===== config.mk =====
export PLATFORM = sky130hd
export DESIGN_NAME = tmru_ram
export DESIGN_NICKNAME = d
export VERILOG_FILES = /design/src/hw/rtl/tmru_ram.sv
export SDC_FILE = /design/constraint.sdc
export NUM_CORES = 1
export LEC_CHECK = 0
export BUFFER_PORTS_ARGS = -buffer_cell sky130_fd_sc_hd__buf_2
export CORE_ASPECT_RATIO = 0.5
export CORE_MARGIN = 3
export CORE_UTILIZATION = 55
export DETAILED_ROUTE_END_ITERATION = 7
export GPL_TIMING_DRIVEN = 0
export PLACE_DENSITY = 0.73
export SLEW_MARGIN = 20
export SYNTH_ARGS = -nofsm -noshare
export SYNTH_HDL_FRONTEND = slang
export SYNTH_SLANG_ARGS = --single-unit

===== constraint.sdc =====
create_clock -name aclk -period 2.2 [get_ports aclk]
set_clock_uncertainty 0.15 [all_clocks]
set_input_delay 0 -clock aclk [delete_from_list [all_inputs] [get_ports aclk]]
set_output_delay 0 -clock aclk [all_outputs]
set_load 0.01 [all_outputs]

===== src/hw/rtl/tmru_ram.sv =====
// Generic single-port-write, single-port-read RAM with registered read data.
// No dependencies.
module tmru_ram #(
    parameter int WIDTH = 8,
    parameter int DEPTH = 16
) (
    input  logic                                  aclk,
    input  logic                                  wr_en,
    input  logic [(DEPTH > 1 ? $clog2(DEPTH) : 1)-1:0] wr_addr,
    input  logic [WIDTH-1:0]                      wr_data,
    input  logic                                  rd_en,
    input  logic [(DEPTH > 1 ? $clog2(DEPTH) : 1)-1:0] rd_addr,
    output logic [WIDTH-1:0]                      rd_data
);
    logic [WIDTH-1:0] mem [DEPTH];
    logic [WIDTH-1:0] rd_data_reg;

    always_ff @(posedge aclk) begin
        if (wr_en) begin
            mem[wr_addr] <= wr_data;
        end
        // read data holds while rd_en is low
        if (rd_en) begin
            rd_data_reg <= mem[rd_addr];
        end
    end

    assign rd_data = rd_data_reg;

endmodule


==> metrics, run 1 <==
status=completed; std cell rows=24; Slew Limit Fails=0; peak supply drop=581 uV; final core occ=69.4%; Max FO, Critical Path=1; Largest register FFs=128; crit share post-route=86.1%; CTS clk-pin slew, worst paths=0.05 ns; Final #Nets=304; clock sinks=136; global-route wire length before repair=15400 um; Design Area, Final=6230 um^2; DR vias=2570; clk buf depth=2; EDFF count, synth=136; leak pwr=2.10 nW; height of the chip=74.9 um; critical path's largest stage delay=0.54 ns; initial antenna violation count=0; die area=10800 um^2; Cell Pwr Density=976 nW/um^2; Yosys warning total=0; Cells after Synth=229; synthesis-to-finish area growth=19.2%; Yosys cell types=18; DRT Wirelength=10300 um; placed cell areas=5520 um^2; root buf cell=clkbuf_16; Crit path depth=3; Final Instance Count excl. Fillers=415; Setup TNS=0 ns; Post-route DRC=0; vias per inst=6.19; Worst-Margin Slew=0.808 ns; GRT overflow=0; vias in the first global route=2576; GRT Total Usage=21.3%; Crit Path Class=flip-flop to flip-flop; crit path from=mem[1][2]$_DFFE_PP_; cts-stage hold buffer count=12; Synth Area per Inst=22.8 um^2; die width=144 um; post-synthesis sequential area ratio=78.1%; delay-heaviest family, CP=multiplexers; drt wl/cell=24.8 um; Core Footprint=8980 um^2; Top FF cell, synth=edfxtp_1; FFs w/ async S/R, synth=0%; CTS tree=yes; Post-Place Cells=371; Min-Delay Path Class=input pin to flip-flop; final worst slack=0.306 ns; Routed Antenna Nets=0; mapped cell area=5230 um^2; Pre-antenna DRT Iters=5; DP HPWL=6250 um; r2r startpoint=mem[1][2]$_DFFE_PP_; Synthesized Nets=248; data arrival time of the critical path=1.89 ns; FF-to-FF setup slack=0.31 ns; worst r2r dst=rd_data[2]$_DFFE_PP_; Finish-stage setup viols=0; CP endpoint kind=flip-flop; worst slack, placed=0.364 ns; Resize count post-CTS=0; final hold vios=0; Yosys reg bits=136; fin crit period=1.89 ns; share of layout cells above drive strength 1=27.9%; cells along the critical path=mux4_1 > a22oi_1 > nand2_1; CP startpoint kind=flip-flop; Slowest-stage cell, CP=mux4_1; IO buf count=25; Antenna Diode Count=0; Req. time, crit path=2.20 ns; Bufs and invs on worst path=0; Initial Utilization=58.2%; CTS H-Tree Depth=4; R2R depth=3; FMAX=528 MHz; unrepaired setup endpoints after global routing=no; clk_lat worst skew=0.42 ns; crit path capture=rd_data[2]$_DFFE_PP_; setup bufs post-CTS=0; I/O Pins=27; Max Cap Viol=0; 1st-iter DRT viols=200; TritonCTS buffer count=17; largest net degree at the start of global routing=17; slew margin rel.=46.0%; RePlAce Congestion=0.804
## stage by stage
stage / hold slack (ns) / total power [mW]
floorplan: -0.0511 / 3.14
global placement: 0.175 / 3.25
global route: 0.0493 / 6.25
finish: 0.0387 / 6.09
CTS: 0.0218 / 6.13
detailed placement: 0.200 / 3.26
## synthesized netlist by cell type, types with 2 or more instances
master	instances	area share [%]
mux4_1	14	7.0
a22oi_1	16	2.3
edfxtp_1	136	78
buf_2	3	0.29
nand2_1	9	0.65
buf_6	3	0.65
clkdlybuf4s25_2	3	0.57
nand2b_1	2	0.24
mux4_2	18	7.8
nor3_1	4	0.38
nor2_1	13	0.93
nand3b_1	2	0.29
## routing by layer
metal	vias to the layer above	global-route usage [%]	wire, um
met3	11	10.2	1050
met1	1345	27.1	4060
li1	1094	-	-
met2	120	32.0	5030
met5	-	0	0
met4	0	9.29	131
## cells in the final DEF, fill, tap and decap left out, types with 2 or more instances in the layout
cell	instances
a22oi_1	16
buf_2	28
buf_6	3
bufinv_16	4
clkbuf_1	4
clkbuf_16	17
clkdlybuf4s25_2	3
clkinv_1	3
clkinv_2	3
dlygate4sd3_1	12
edfxtp_1	136
mux4_1	14
mux4_2	18
nand2_1	9
nand2b_1	2
nand3b_1	2
nor2_1	13
nor3_2	4
## tightest hold or removal path, delay by kind of cell
family	cells	cell delay, ns
buffers and inverters	1	0.12
AND/OR/NAND/NOR	2	0.29
## cells by family (layout without fill, tap and decap cells)
group	after synthesis	count (layout)	share of synthesized area [%]
DFF	136	136	78.1
muxes	32	32	14.8
and+or+nand+nor	35	35	3.14
AOI/OAI and AO/OA	16	16	2.30
buffers and inverters	10	79	1.65
## layout make-up
type | instances | area [um^2]
buffer | 10 | 86.3
clock buffer | 21 | 440
clock inverter | 11 | 154
fill | 522 | 2750
multi-input combinational | 83 | 1080
sequential | 136 | 4080
tap | 117 | 146
timing repair buffer | 37 | 245
## how the worst min path moves through the flow
stage | cells past startpoint | endpoint | slack (ns) | from
3_5_place_dp | 1 | rd_data[6]$_DFFE_PP_ | 0.20 | rd_en
4_1_cts | 3 | mem[0][6]$_DFFE_PP_ | 0.02 | wr_addr[2]
2_1_floorplan | 0 | mem[0][0]$_DFFE_PP_ | -0.05 | wr_data[0]
3_3_place_gp | 1 | rd_data[4]$_DFFE_PP_ | 0.17 | rd_en
6_report | 3 | mem[0][7]$_DFFE_PP_ | 0.04 | wr_addr[2]
5_1_grt | 3 | mem[0][6]$_DFFE_PP_ | 0.05 | wr_addr[3]
## power breakdown
| group | switching [mW] | internal (mW) | total (mW) |
|---|---|---|---|
| logic | 0.172 | 0.126 | 0.298 |
| clock network | 0.977 | 1.88 | 2.85 |
| registers | 0.0139 | 2.92 | 2.94 |
| total | 1.16 | 4.92 | 6.09 |
(Power assumes the default switching activity.)
==> run 2: changes to the inputs <==
--- a/config.mk
+++ b/config.mk
@@ -6,7 +6,7 @@
 export NUM_CORES = 1
 export LEC_CHECK = 0
 export BUFFER_PORTS_ARGS = -buffer_cell sky130_fd_sc_hd__buf_2
-export CORE_ASPECT_RATIO = 0.5
+export CORE_ASPECT_RATIO = 0.8
 export CORE_MARGIN = 3
 export CORE_UTILIZATION = 55
 export DETAILED_ROUTE_END_ITERATION = 7
==> run 2 against run 1 <==
Non-clock buffer count unchanged. Flip-flop and latch count stayed put. Hold slack barely moved. First-iteration DRC count is 2.5% lower. Critical path type is now input pin to flip-flop. Critical endpoint is now mem[4][6]$_DFFE_PP_. Largest cell class unchanged.
==> metrics, run 2 (synthesis gave the netlist of run 1 again) <==
status=completed; root buf cell=clkbuf_16; CTS tree=yes; clk buf depth=2 (unchanged); Initial Utilization=57.1% (-1.1 points); DP HPWL=6210 um (-0.54%); Max FO, Critical Path=8 (+7); DRT Wirelength=10000 um (-2.6%); Slowest-stage cell, CP=dlygate4sd3_1; DR vias=2460 (-4.3%); peak supply drop=610 uV (+4.9%); Cell Pwr Density=930 nW/um^2 (-4.7%); commonest non-fill, non-tap cell in the layout=edfxtp_1; synthesis-to-finish area growth=17.8%; clock sinks=136 (unchanged); FMAX=532 MHz (+0.69%); die area=10700 um^2 (-0.59%); Max Cap Viol=0 (unchanged); leak pwr=2.07 nW (-1.2%); largest net degree at the start of global routing=17 (unchanged); r2r startpoint=mem[5][0]$_DFFE_PP_; Slew Limit Fails=0 (unchanged); Antenna Diode Count=0 (unchanged); hold path depth=4 (+1); TritonCTS buffer count=17 (unchanged); Crit Path Class=input pin to flip-flop; Resize count post-CTS=0 (unchanged); Routed Antenna Nets=0 (unchanged); Largest register FFs=128 (unchanged); IO buf count=25 (unchanged); Req. time, crit path=2.12 ns (-0.08 ns); CP startpoint kind=input pin; R2R depth=3 (unchanged); unrepaired setup endpoints after global routing=no; slew margin rel.=43.4% (-2.6 points); Finish-stage setup viols=0 (unchanged); Setup TNS=0 ns (unchanged); fin crit period=1.88 ns (-0.0129 ns); final worst slack=0.319 ns (+0.0129 ns); data arrival time of the critical path=1.80 ns (-0.09 ns); global-route wire length before repair=14900 um (-3.0%); vias per inst=5.97 (-3.6%); FF-to-FF setup slack=0.52 ns (+0.21 ns); Min-Delay Endpoint=rd_data[0]$_DFFE_PP_; height of the chip=93.2 um (+24%); critical path's largest stage delay=0.83 ns (+0.29 ns); crit share post-route=85.5% (-0.59 points); most frequent cells in the layout=136 x edfxtp_1, 28 x buf_2, 18 x mux4_2; std cell rows=31 (+29%); CP endpoint kind=flip-flop; share of layout cells above drive strength 1=29.0% (+1.1 points); GRT overflow=0 (unchanged); Final #Nets=304 (unchanged); Core Footprint=9150 um^2 (+2.0%); RePlAce Congestion=0.718 (-11%); die width=115 um (-20%); final hold vios=0 (unchanged); Bufs and invs on worst path=3 (+3); setup bufs post-CTS=0 (unchanged); clk_lat worst skew=0.41 ns (about the same); cells along the critical path=dlygate4sd3_1 > buf_2 > nor3_2 > dlygate4sd3_1; I/O Pins=27 (unchanged); Post-route DRC=0 (unchanged); Worst-Margin Slew=0.846 ns (+0.0382 ns); initial antenna violation count=0 (unchanged); GRT Total Usage=20.4% (-0.92 points); 1st-iter DRT viols=195 (-2.5%); Min-Delay Path Class=input pin to flip-flop; worst r2r dst=rd_data[0]$_DFFE_PP_; drt wl/cell=24.3 um (-1.9%); vias in the first global route=2514 (-2.4%); CTS H-Tree Depth=4 (unchanged); Pre-antenna DRT Iters=4 (-1); most used cell, CP=dlygate4sd3_1; worst slack, placed=0.318 ns (-0.0459 ns); delay-heaviest family, CP=buffers and inverters; CTS clk-pin slew, worst paths=0.05 ns (about the same); min-delay src=rd_addr[1]
==> run 2: worst reg2reg max path, delay by kind of cell, from the launching register on <==
kind | cells | cell delay [ns]
simple gates | 1 | 0.09
compound gates | 1 | 0.24
flops | 1 | 0.36
mux | 1 | 0.59
==> run 2: repair_timing <==
item | 4_1_cts | 5_1_grt
endpoints found under the setup margin | 0 | 0
hold buffers | 12 | 0
hold endpoints to repair | 168 | 0
==> run 2: worst max path at each step <==
stage	start	end	slack [ns]	cells past startpoint
after floorplan	wr_addr[2]	mem[0][0]$_DFFE_PP_	0.56	2
after global routing	wr_addr[1]	mem[4][3]$_DFFE_PP_	0.29	4
after CTS	wr_addr[1]	mem[4][0]$_DFFE_PP_	0.40	4
final	wr_addr[1]	mem[4][6]$_DFFE_PP_	0.32	4
after global placement	wr_addr[2]	mem[0][7]$_DFFE_PP_	0.01	3
after detailed placement	wr_addr[2]	mem[0][1]$_DFFE_PP_	0.32	3
==> run 2: area by class of cell <==
class,instances,area [um^2]
plain buffers,10,86.3
flip-flops and latches,136,4080
clock inverters,12,86.3
fillers,584,3000
clock buffers,19,433
repair buffers,37,245
multi-input cells,83,1080
well taps,115,144
==> run 2: stage by stage <==
| step | area (um^2) | instances | total power, mW | util, % | hold slack, ns |
|---|---|---|---|---|---|
| global route | 6160 | 412 | 5.90 | 67.2 | 0.0302 |
| CTS | 6160 | 412 | 5.76 | 67.2 | 0.0147 |
| detailed placement | 5520 | 369 | 3.27 | 60.3 | 0.198 |
| finish | 6160 | 412 | 5.73 | 67.2 | 0.0392 |
| floorplan | 5230 | 229 | 3.14 | - | -0.0511 |
| global placement | 5500 | 369 | 3.26 | 60.0 | 0.190 |
==> run 2: power breakdown <==
part           internal [mW]  switching [mW]  total, mW
logic                  0.126           0.172      0.298
registers               2.92          0.0120       2.93
clock network           1.52           0.977       2.49
total                   4.57            1.16       5.73
==> run 2: layer usage <==
| layer | track usage, % | vias up | routed length [um] |
|---|---|---|---|
| met5 | 0 | - | 0 |
| met4 | 6.84 | 0 | 93 |
| met3 | 6.21 | 12 | 774 |
| met2 | 28.5 | 97 | 4640 |
| met1 | 31.0 | 1253 | 4500 |
| li1 | - | 1098 | - |
